## src/rtl/assert_macros.svh

```systemverilog
// Assertion macros for the concurrent checks of the top-level RTL file.
`ifndef ASSERT_MACROS_SVH
`define ASSERT_MACROS_SVH

// Same-cycle implication, checked on the rising clock edge outside reset.
`define ASSERT_IMPL(label, clk_sig, rst_n_sig, ante, cons) \
	label: assert property (@(posedge clk_sig) disable iff (!rst_n_sig) (ante) |-> (cons)) \
	else $error("assertion failed");

// Next-cycle implication, checked on the rising clock edge outside reset.
`define ASSERT_NEXT(label, clk_sig, rst_n_sig, ante, cons) \
	label: assert property (@(posedge clk_sig) disable iff (!rst_n_sig) (ante) |=> (cons)) \
	else $error("assertion failed");

`endif

```

## src/rtl/bmc_pkg.sv

```systemverilog
// Shared types and constants for the batch median collector.
`timescale 1ns / 1ps
`default_nettype none

package bmc_pkg;

	localparam int VAL_W         = 16;
	localparam int CNT_W         = 7;
	localparam int MAX_BATCH_DEF = 64;

	localparam logic [CNT_W-1:0] BATCH_SIZE_RST = 7'd8;

	typedef enum logic [3:0] {
		ST_IDLE,
		ST_SCAN,
		ST_CMP,
		ST_FILL,
		ST_CHECK,
		ST_MRD_LO,
		ST_MRD_HI,
		ST_MSUM,
		ST_EMIT
	} state_t;

	// Commands from the controller to the datapath.
	typedef struct packed {
		logic load;
		logic scan_rd;
		logic shift_wr;
		logic fill_wr;
		logic commit;
		logic med_rd_lo;
		logic med_rd_hi;
		logic med_sum;
		logic emit;
	} cmd_t;

	// Status from the datapath to the controller.
	typedef struct packed {
		logic take_zero;
		logic pos_zero;
		logic gt;
		logic cnt_last;
		logic full;
		logic out_free;
	} sts_t;

endpackage

`default_nettype wire

```

## src/rtl/batch_median_collector_unit.sv

```systemverilog
// Top level of the batch median collector: controller and datapath joined.
//
//  channel   direction  handshake              payload
//  in        in         in_valid / in_ready    value, repeat_req
//  out       out        out_valid / out_ready  batch_done, median, fill_level, dropped
//  cfg       in         cfg_wr_en              cfg_wr_data (batch size)
//
// One word is taken at a time. For each word the controller scans down past every stored
// entry above the new value, shifting each up by the number of copies kept, then writes
// the copies; a word that completes a batch also reads the two middle entries for the
// median. The single read and single write port of the sorted store set this order.
// Reset clears the fill count, the batch size (to 8) and the output valid flag;
// the store itself is not cleared, as entries are only read after being written.
// A stalled output holds its word and the finished next word waits until it leaves.
`timescale 1ns / 1ps
`default_nettype none

module batch_median_collector_unit #(
	parameter int MAX_BATCH = bmc_pkg::MAX_BATCH_DEF
) (
	input  wire logic                        clk,
	input  wire logic                        arst_n,
	input  wire logic                        cfg_wr_en,
	input  wire logic [bmc_pkg::CNT_W-1:0]   cfg_wr_data,
	input  wire logic                        in_valid,
	output logic                             in_ready,
	input  wire logic [bmc_pkg::VAL_W-1:0]   value,
	input  wire logic [bmc_pkg::CNT_W-1:0]   repeat_req,
	output logic                             out_valid,
	input  wire logic                        out_ready,
	output logic                             batch_done,
	output logic [bmc_pkg::VAL_W-1:0]        median,
	output logic [bmc_pkg::CNT_W-1:0]        fill_level,
	output logic [bmc_pkg::CNT_W-1:0]        dropped
);
	import bmc_pkg::*;

	`include "assert_macros.svh"

	cmd_t cmd;
	sts_t sts;

	// The controller steps through scan, shift, fill and median reads.
	bmc_ctrl u_ctrl (
		.clk      (clk),
		.arst_n   (arst_n),
		.in_valid (in_valid),
		.in_ready (in_ready),
		.cmd      (cmd),
		.sts      (sts)
	);

	// The datapath owns the sorted store, the counters and the result register.
	bmc_dpath #(
		.MAX_BATCH (MAX_BATCH)
	) u_dpath (
		.clk         (clk),
		.arst_n      (arst_n),
		.cmd         (cmd),
		.sts         (sts),
		.cfg_wr_en   (cfg_wr_en),
		.cfg_wr_data (cfg_wr_data),
		.value       (value),
		.repeat_req  (repeat_req),
		.out_valid   (out_valid),
		.out_ready   (out_ready),
		.batch_done  (batch_done),
		.median      (median),
		.fill_level  (fill_level),
		.dropped     (dropped)
	);

	// Only one word is in work at a time: accepting one closes the input.
	`ASSERT_NEXT(a_one_at_a_time, clk, arst_n, in_valid && in_ready, !in_ready)
	// A word that does not close a batch reports a zero median.
	`ASSERT_IMPL(a_med_zero, clk, arst_n, out_valid && !batch_done, median == '0)
	// A completed batch always leaves the store empty.
	`ASSERT_IMPL(a_done_empty, clk, arst_n, out_valid && batch_done, fill_level == '0)

endmodule

`default_nettype wire

```

## src/rtl/bmc_ctrl.sv

```systemverilog
// Controller state machine of the batch median collector.
`timescale 1ns / 1ps
`default_nettype none

module bmc_ctrl (
	input  wire logic          clk,
	input  wire logic          arst_n,
	input  wire logic          in_valid,
	output logic               in_ready,
	output bmc_pkg::cmd_t      cmd,
	input  wire bmc_pkg::sts_t sts
);
	import bmc_pkg::*;

	state_t state_q;
	state_t state_d;

	always_ff @(posedge clk or negedge arst_n) begin
		if (!arst_n) begin
			state_q <= ST_IDLE;
		end else begin
			state_q <= state_d;
		end
	end

	always_comb begin
		state_d  = state_q;
		cmd      = '0;
		in_ready = 1'b0;
		case (state_q)
			ST_IDLE: begin
				in_ready = 1'b1;
				if (in_valid) begin
					cmd.load = 1'b1;
					state_d  = ST_SCAN;
				end
			end
			ST_SCAN: begin
				// Nothing to store goes straight to the completion check.
				if (sts.take_zero) begin
					state_d = ST_CHECK;
				end else if (sts.pos_zero) begin
					state_d = ST_FILL;
				end else begin
					cmd.scan_rd = 1'b1;
					state_d     = ST_CMP;
				end
			end
			ST_CMP: begin
				if (sts.gt) begin
					cmd.shift_wr = 1'b1;
					state_d      = ST_SCAN;
				end else begin
					state_d = ST_FILL;
				end
			end
			ST_FILL: begin
				cmd.fill_wr = 1'b1;
				if (sts.cnt_last) begin
					cmd.commit = 1'b1;
					state_d    = ST_CHECK;
				end
			end
			ST_CHECK: begin
				if (sts.full) begin
					cmd.med_rd_lo = 1'b1;
					state_d       = ST_MRD_LO;
				end else begin
					state_d = ST_EMIT;
				end
			end
			ST_MRD_LO: begin
				cmd.med_rd_hi = 1'b1;
				state_d       = ST_MRD_HI;
			end
			ST_MRD_HI: begin
				state_d = ST_MSUM;
			end
			ST_MSUM: begin
				cmd.med_sum = 1'b1;
				state_d     = ST_EMIT;
			end
			ST_EMIT: begin
				if (sts.out_free) begin
					cmd.emit = 1'b1;
					state_d  = ST_IDLE;
				end
			end
			default: begin
				state_d = ST_IDLE;
			end
		endcase
	end

endmodule

`default_nettype wire

```

## src/rtl/bmc_dpath.sv

```systemverilog
// Datapath of the batch median collector: sorted store, counters and result register.
`timescale 1ns / 1ps
`default_nettype none

module bmc_dpath #(
	parameter int MAX_BATCH = bmc_pkg::MAX_BATCH_DEF
) (
	input  wire logic                        clk,
	input  wire logic                        arst_n,
	input  wire bmc_pkg::cmd_t               cmd,
	output bmc_pkg::sts_t                    sts,
	input  wire logic                        cfg_wr_en,
	input  wire logic [bmc_pkg::CNT_W-1:0]   cfg_wr_data,
	input  wire logic [bmc_pkg::VAL_W-1:0]   value,
	input  wire logic [bmc_pkg::CNT_W-1:0]   repeat_req,
	output logic                             out_valid,
	input  wire logic                        out_ready,
	output logic                             batch_done,
	output logic [bmc_pkg::VAL_W-1:0]        median,
	output logic [bmc_pkg::CNT_W-1:0]        fill_level,
	output logic [bmc_pkg::CNT_W-1:0]        dropped
);
	import bmc_pkg::*;

	localparam int AW = (MAX_BATCH > 1) ? $clog2(MAX_BATCH) : 1;

	logic [VAL_W-1:0] mem [MAX_BATCH];

	logic [CNT_W-1:0] batch_size_q;
	logic [CNT_W-1:0] fill_q;
	logic             out_valid_q;

	logic [VAL_W-1:0] val_q;
	logic [CNT_W-1:0] take_q;
	logic [CNT_W-1:0] drop_q;
	logic [CNT_W-1:0] pos_q;
	logic [CNT_W-1:0] cnt_q;
	logic [CNT_W-1:0] lim_q;
	logic [VAL_W-1:0] rd_data_q;
	logic [VAL_W-1:0] a_q;
	logic [VAL_W-1:0] med_q;
	logic             done_q;

	logic             out_done_q;
	logic [VAL_W-1:0] out_med_q;
	logic [CNT_W-1:0] out_fill_q;
	logic [CNT_W-1:0] out_drop_q;

	logic [CNT_W-1:0] lim_now;
	logic [CNT_W-1:0] room_now;
	logic [CNT_W-1:0] take_now;
	logic [CNT_W-1:0] pos_dec;
	logic [VAL_W:0]   med_sum;

	logic             wr_en;
	logic [AW-1:0]    wr_addr;
	logic [VAL_W-1:0] wr_data;
	logic             rd_en;
	logic [AW-1:0]    rd_addr;

	// Zero counts as one; anything above the store depth saturates.
	always_comb begin
		if (batch_size_q == '0) begin
			lim_now = CNT_W'(1);
		end else if (32'(batch_size_q) > MAX_BATCH) begin
			lim_now = CNT_W'(MAX_BATCH);
		end else begin
			lim_now = batch_size_q;
		end
		room_now = (fill_q < lim_now) ? (lim_now - fill_q) : '0;
		take_now = (repeat_req < room_now) ? repeat_req : room_now;
	end

	assign pos_dec = pos_q - CNT_W'(1);
	assign med_sum = {1'b0, a_q} + {1'b0, rd_data_q};

	// Write port: shifting an entry up by the copy count, or placing a copy.
	always_comb begin
		wr_en   = cmd.shift_wr | cmd.fill_wr;
		wr_addr = AW'(pos_q);
		wr_data = val_q;
		if (cmd.shift_wr) begin
			wr_addr = AW'(pos_dec + take_q);
			wr_data = rd_data_q;
		end
	end

	// Read port: scanning downwards, or fetching the two middle entries.
	always_comb begin
		rd_en   = cmd.scan_rd | cmd.med_rd_lo | cmd.med_rd_hi;
		rd_addr = AW'(pos_dec);
		if (cmd.med_rd_lo) begin
			rd_addr = AW'((lim_q - CNT_W'(1)) >> 1);
		end else if (cmd.med_rd_hi) begin
			rd_addr = AW'(lim_q >> 1);
		end
	end

	always_ff @(posedge clk) begin
		if (wr_en) begin
			mem[wr_addr] <= wr_data;
		end
		if (rd_en) begin
			rd_data_q <= mem[rd_addr];
		end
	end

	always_ff @(posedge clk or negedge arst_n) begin
		if (!arst_n) begin
			batch_size_q <= BATCH_SIZE_RST;
			fill_q       <= '0;
			out_valid_q  <= 1'b0;
		end else begin
			if (cfg_wr_en) begin
				batch_size_q <= cfg_wr_data;
			end
			if (cmd.commit) begin
				fill_q <= fill_q + take_q;
			end else if (cmd.emit && done_q) begin
				fill_q <= '0;
			end
			if (cmd.emit) begin
				out_valid_q <= 1'b1;
			end else if (out_ready) begin
				out_valid_q <= 1'b0;
			end
		end
	end

	always_ff @(posedge clk) begin
		if (cmd.load) begin
			val_q  <= value;
			take_q <= take_now;
			drop_q <= repeat_req - take_now;
			pos_q  <= fill_q;
			cnt_q  <= take_now;
			lim_q  <= lim_now;
			done_q <= 1'b0;
			med_q  <= '0;
		end
		if (cmd.shift_wr) begin
			pos_q <= pos_dec;
		end
		if (cmd.fill_wr) begin
			pos_q <= pos_q + CNT_W'(1);
			cnt_q <= cnt_q - CNT_W'(1);
		end
		if (cmd.med_rd_hi) begin
			a_q <= rd_data_q;
		end
		if (cmd.med_sum) begin
			med_q  <= med_sum[VAL_W:1];
			done_q <= 1'b1;
		end
		if (cmd.emit) begin
			out_done_q <= done_q;
			out_med_q  <= med_q;
			out_fill_q <= done_q ? '0 : fill_q;
			out_drop_q <= drop_q;
		end
	end

	always_comb begin
		sts.take_zero = (take_q == '0);
		sts.pos_zero  = (pos_q == '0);
		sts.gt        = (rd_data_q > val_q);
		sts.cnt_last  = (cnt_q == CNT_W'(1));
		sts.full      = (fill_q >= lim_q);
		sts.out_free  = !out_valid_q || out_ready;
	end

	assign out_valid  = out_valid_q;
	assign batch_done = out_done_q;
	assign median     = out_med_q;
	assign fill_level = out_fill_q;
	assign dropped    = out_drop_q;

endmodule

`default_nettype wire
```

## config.mk

```make
export PLATFORM = sky130hd
export DESIGN_NAME = batch_median_collector_unit
export DESIGN_NICKNAME = d
export VERILOG_FILES = /design/src/rtl/bmc_pkg.sv /design/src/rtl/batch_median_collector_unit.sv /design/src/rtl/bmc_ctrl.sv /design/src/rtl/bmc_dpath.sv
export VERILOG_INCLUDE_DIRS = /design/src /design/src/rtl
export SDC_FILE = /design/constraint.sdc
export NUM_CORES = 2
export LEC_CHECK = 0
export BUFFER_PORTS_ARGS = -buffer_cell sky130_fd_sc_hd__buf_2
export CAP_MARGIN = 20
export CORE_AREA = 2 2 379 381
export CTS_CLUSTER_SIZE = 14
export DETAILED_ROUTE_END_ITERATION = 8
export DIE_AREA = 0 0 381 383
export RECOVER_POWER = 100
export SYNTH_ARGS = -nofsm -noshare
export SYNTH_HDL_FRONTEND = slang
export SYNTH_SLANG_ARGS = --single-unit
```

## constraint.sdc

```tcl
create_clock -name clk -period 5.6 [get_ports clk]
set_clock_uncertainty 0.2 [all_clocks]
set_input_delay 1.12 -clock clk [delete_from_list [all_inputs] [get_ports clk]]
set_output_delay 1.12 -clock clk [all_outputs]
set_load 0.05 [all_outputs]
```

==> results_dict.tcl <==
set metrics [dict create \
    ir_drop_v 0.0005155 \
    worstSkewPairLatency_ns 0.72 \
    hold_buffers 0 \
    ios 68 \
    setup_viol 0 \
    finalMaxSlewViolations 226 \
    overflow 0 \
    crit_path_max_incr_delay_ns 0.52 \
    clk_path_buf_depth 3 \
    seqPwrFrac 0.317 \
    yosys.area.top_type "edfxtp_1" \
    rows 139 \
    combPwrFrac 0.478 \
    gp_congestion 0.8549 \
    max-slew-margin-rel -0.6188 \
    placed_cells_incl_taps 5599 \
    status "finished with violations" \
    p_switching_mw 15.74 \
    grt_pass1_wl_mm 201.8 \
    crit_fanout 3 \
    yosys_warnings 0 \
    use_met2 0.2898 \
    path_common_cell "a21o_1" \
    drc 0 \
    hp-class "flop to flop" \
    grt_max_degree 126 \
    ys_types 80 \
    yosysSeqAreaShare 0.7125 \
    synthCells 3655 \
    vias 31687 \
    die_w_um 381 \
    dieArea_um2 145900 \
    cellLeakagePower_nw 19.27 \
    via_per_inst 5.457 \
    cap_viol_max_count 6 \
    synth_top_area_frac 0.7024 \
    fmax_ghz 0.1878 \
    cp-start-kind "flop" \
    power.density_nw_per_um2 656.8 \
    critPathTopFamily "compound AO/OA/AOI/OAI gates" \
    async_reset_ff_frac 0.01618 \
    internal_power_mw 21.39 \
    synth_edf_count 1154 \
    root_buffer "clkbuf_16" \
    crit_start "u_dpath.batch_size_q[1]" \
    antenna_found_initial 5 \
    clockPowerShare 0.205 \
    track_usage 0.1819 \
    netSwitchingFraction 0.4239 \
    cts_tree "yes" \
    avgRoutedWirePerCell_um 23.44 \
    cts_buffers 116 \
    cts.sinks 1174 \
    drt_iter0_drc 3512 \
    area_delta_synth_final_pct 14.58 \
    ff2ff_setup_slack_ns 0.27 \
    min_period_ns 5.326 \
    worstReg2RegStart "u_dpath.batch_size_q[1]" \
    fin_cells 5807 \
    ant_nets 0 \
    die_h_um 383 \
    drive_above_1_share 0.1115 \
    post-route-period-util 0.9511 \
    required_ns 5.83 \
    top_usage_layer "met2" \
    rsz0062_at_grt "true" \
    critPathKind "flop to flop" \
    failed_checks "max-capacitance violations, max-slew violations" \
    ctsHtreeMaxLevel 3 \
    crit_arrival_ns 5.56 \
    grt_pass1_vias 30383 \
    synthTopCellsByArea "edfxtp_1 70%, nand2_1 5.8%, and3_1 2.8%" \
    endpoint_kind "flop" \
    nets 3931 \
    met3_usage 0.02620 \
    start_util 0.3468 \
    met1_usage 0.2600 \
    clk_pin_slew_ns 0.06 \
    routed_wl_mm 136.1 \
    syn-num-nets 3769 \
    worst_pin_slew_ns 2.428 \
    dp_hpwl_mm 81.26 \
    dr.pass1.iters 6 \
    slowest_stage "or4_1" \
    timing.critical_path.cells "or4_1, nor2_1, o21bai_1, ha_2, fa_1, nor2b_1, o21ai_0, nand2b_1, a21o_1, a21oi_1, xor2_1, nor3_2, inv_1, ha_1, o211ai_1, o21a_1, a31oi_4, mux2_2, ha_1, a21o_1, a21o_1, a21o_1, a21oi_2, xnor2_1" \
    ys_seq_elements 1174 \
    cp_num_buf_inv 1 \
    worst_hold_slack_ns 0.2182 \
    synthFlopType "edfxtp_1" \
    synth.cell_area_um2 49330 \
    core_area_um2 142300 \
    hold_viol 0 \
    numPortBuffers 67 \
    hold_start "u_dpath.drop_q[4]" \
    syn_avg_cell_area_um2 13.50 \
]
## synthesized netlist by cell type, drive strengths merged, types with 5 or more instances
cell / count
clkbuf: 158
nand4: 7
buf: 87
nor4: 5
o221ai: 18
a22o: 7
nand3: 99
and3: 224
o21ai: 92
inv: 72
a32o: 30
xnor2: 23
nor3: 19
o211ai: 8
or3: 6
mux2: 31
nand2b: 10
a221oi: 33
a32oi: 5
a31oi: 101
nor3b: 5
nor2: 134
xor2: 18
a211oi: 162
dfrtp: 18
ha: 74
nor2b: 19
fa: 5
a311oi: 127
edfxtp: 1154
nand2: 760
and4: 15
a21o: 24
o21a: 7
a21oi: 37
mux2i: 8
## worst reg2reg max path, delay by kind of cell, from the launching register on
family,cells,cell delay [ns]
flip-flops,1,0.38
XOR/XNOR,2,0.23
AO/OA/AOI/OAI,11,1.57
AND/OR/NAND/NOR,5,1.07
buffers and inverters,1,0.07
multiplexers,1,0.40
adder cells (fa/ha/maj),4,1.17
## power by group through the flow
stage               Sequential, mW  Combinational (mW)  Clock, mW
floorplan                     11.8                10.4          0
global placement              11.9                17.5          0
detailed placement            11.9                17.6          0
CTS                           11.7                17.7       7.69
global route                  11.8                19.0       8.04
finish                        11.8                17.8       7.60
## registers in the layout (all words and copies together) (netlist names), 16 cells and up
register	flops
u_dpath.a_q	16
u_dpath.med_q	16
u_dpath.median	16
u_dpath.mem	1024
u_dpath.rd_data_q	16
u_dpath.val_q	16
## routing by layer
layer	vias to the layer above	part of all wire
met3	169	0.077
met4	2	0.025
met2	1259	0.47
li1	14283	-
met5	-	0.000088
met1	15974	0.43
## logic make-up after synthesis
family,synth area share
AND/OR/NAND/NOR,0.1212
AO/OA/AOI/OAI,0.1031
XOR/XNOR,0.007279
flip-flops,0.7125
buffers and inverters,0.02648
multiplexers,0.008699
adder cells (fa/ha/maj),0.02080
## through the flow
step             util    TNS, ns  instance area (um2)  setup WS, ns  power [mW]
2_1_floorplan       -     -22.54                49330       -0.1761       22.13
3_3_place_gp   0.3730          0                53070        0.1128       29.34
3_5_place_dp   0.3730          0                53070        0.1046       29.48
4_1_cts        0.3987          0                56720       0.08161       37.08
5_1_grt        0.3973  -0.009235                56520     -0.009235       38.87
6_report       0.3973          0                56520        0.2738       37.12
## path summary, 6_finish.rpt
path,cells after the start,endpoint
min in group asynchronous,1,u_dpath.batch_size_q[0]
worst max-delay path,24,u_dpath.drop_q[5]
worst max register to register,24,u_dpath.drop_q[5]
worst min register to register,0,u_dpath.dropped[4]
max in group asynchronous,1,u_ctrl.state_q[3]
worst min-delay path,0,u_dpath.dropped[4]
## cell usage in the layout, fill, tap and decap left out, drive strengths merged, types with 77 or more instances in the layout
master  Yosys  final
a211oi    162    162
a31oi     101    101
edfxtp   1154   1154
o21ai      92     92
clkbuf    158    241
buf        87    190
nand2     760    760
nand3      99     99
and3      224    224
a311oi    127    127
inv        72     77
nor2      134    134
## final cells by class
type	instances	area, um2
timing repair buffer	289	2057
clock inverter	62	615.6
tap	1903	2381
multi-input combinational	2164	13020
clock buffer	142	3032
antenna	1	2.502
inverter	72	270.3
sequential	1174	35150
fill	13302	85740
## repair_timing
item	in CTS	in global routing
setup endpoints to repair	0	3
gates resized for setup	0	12
setup buffers	0	1
(Power assumes the default switching activity.)
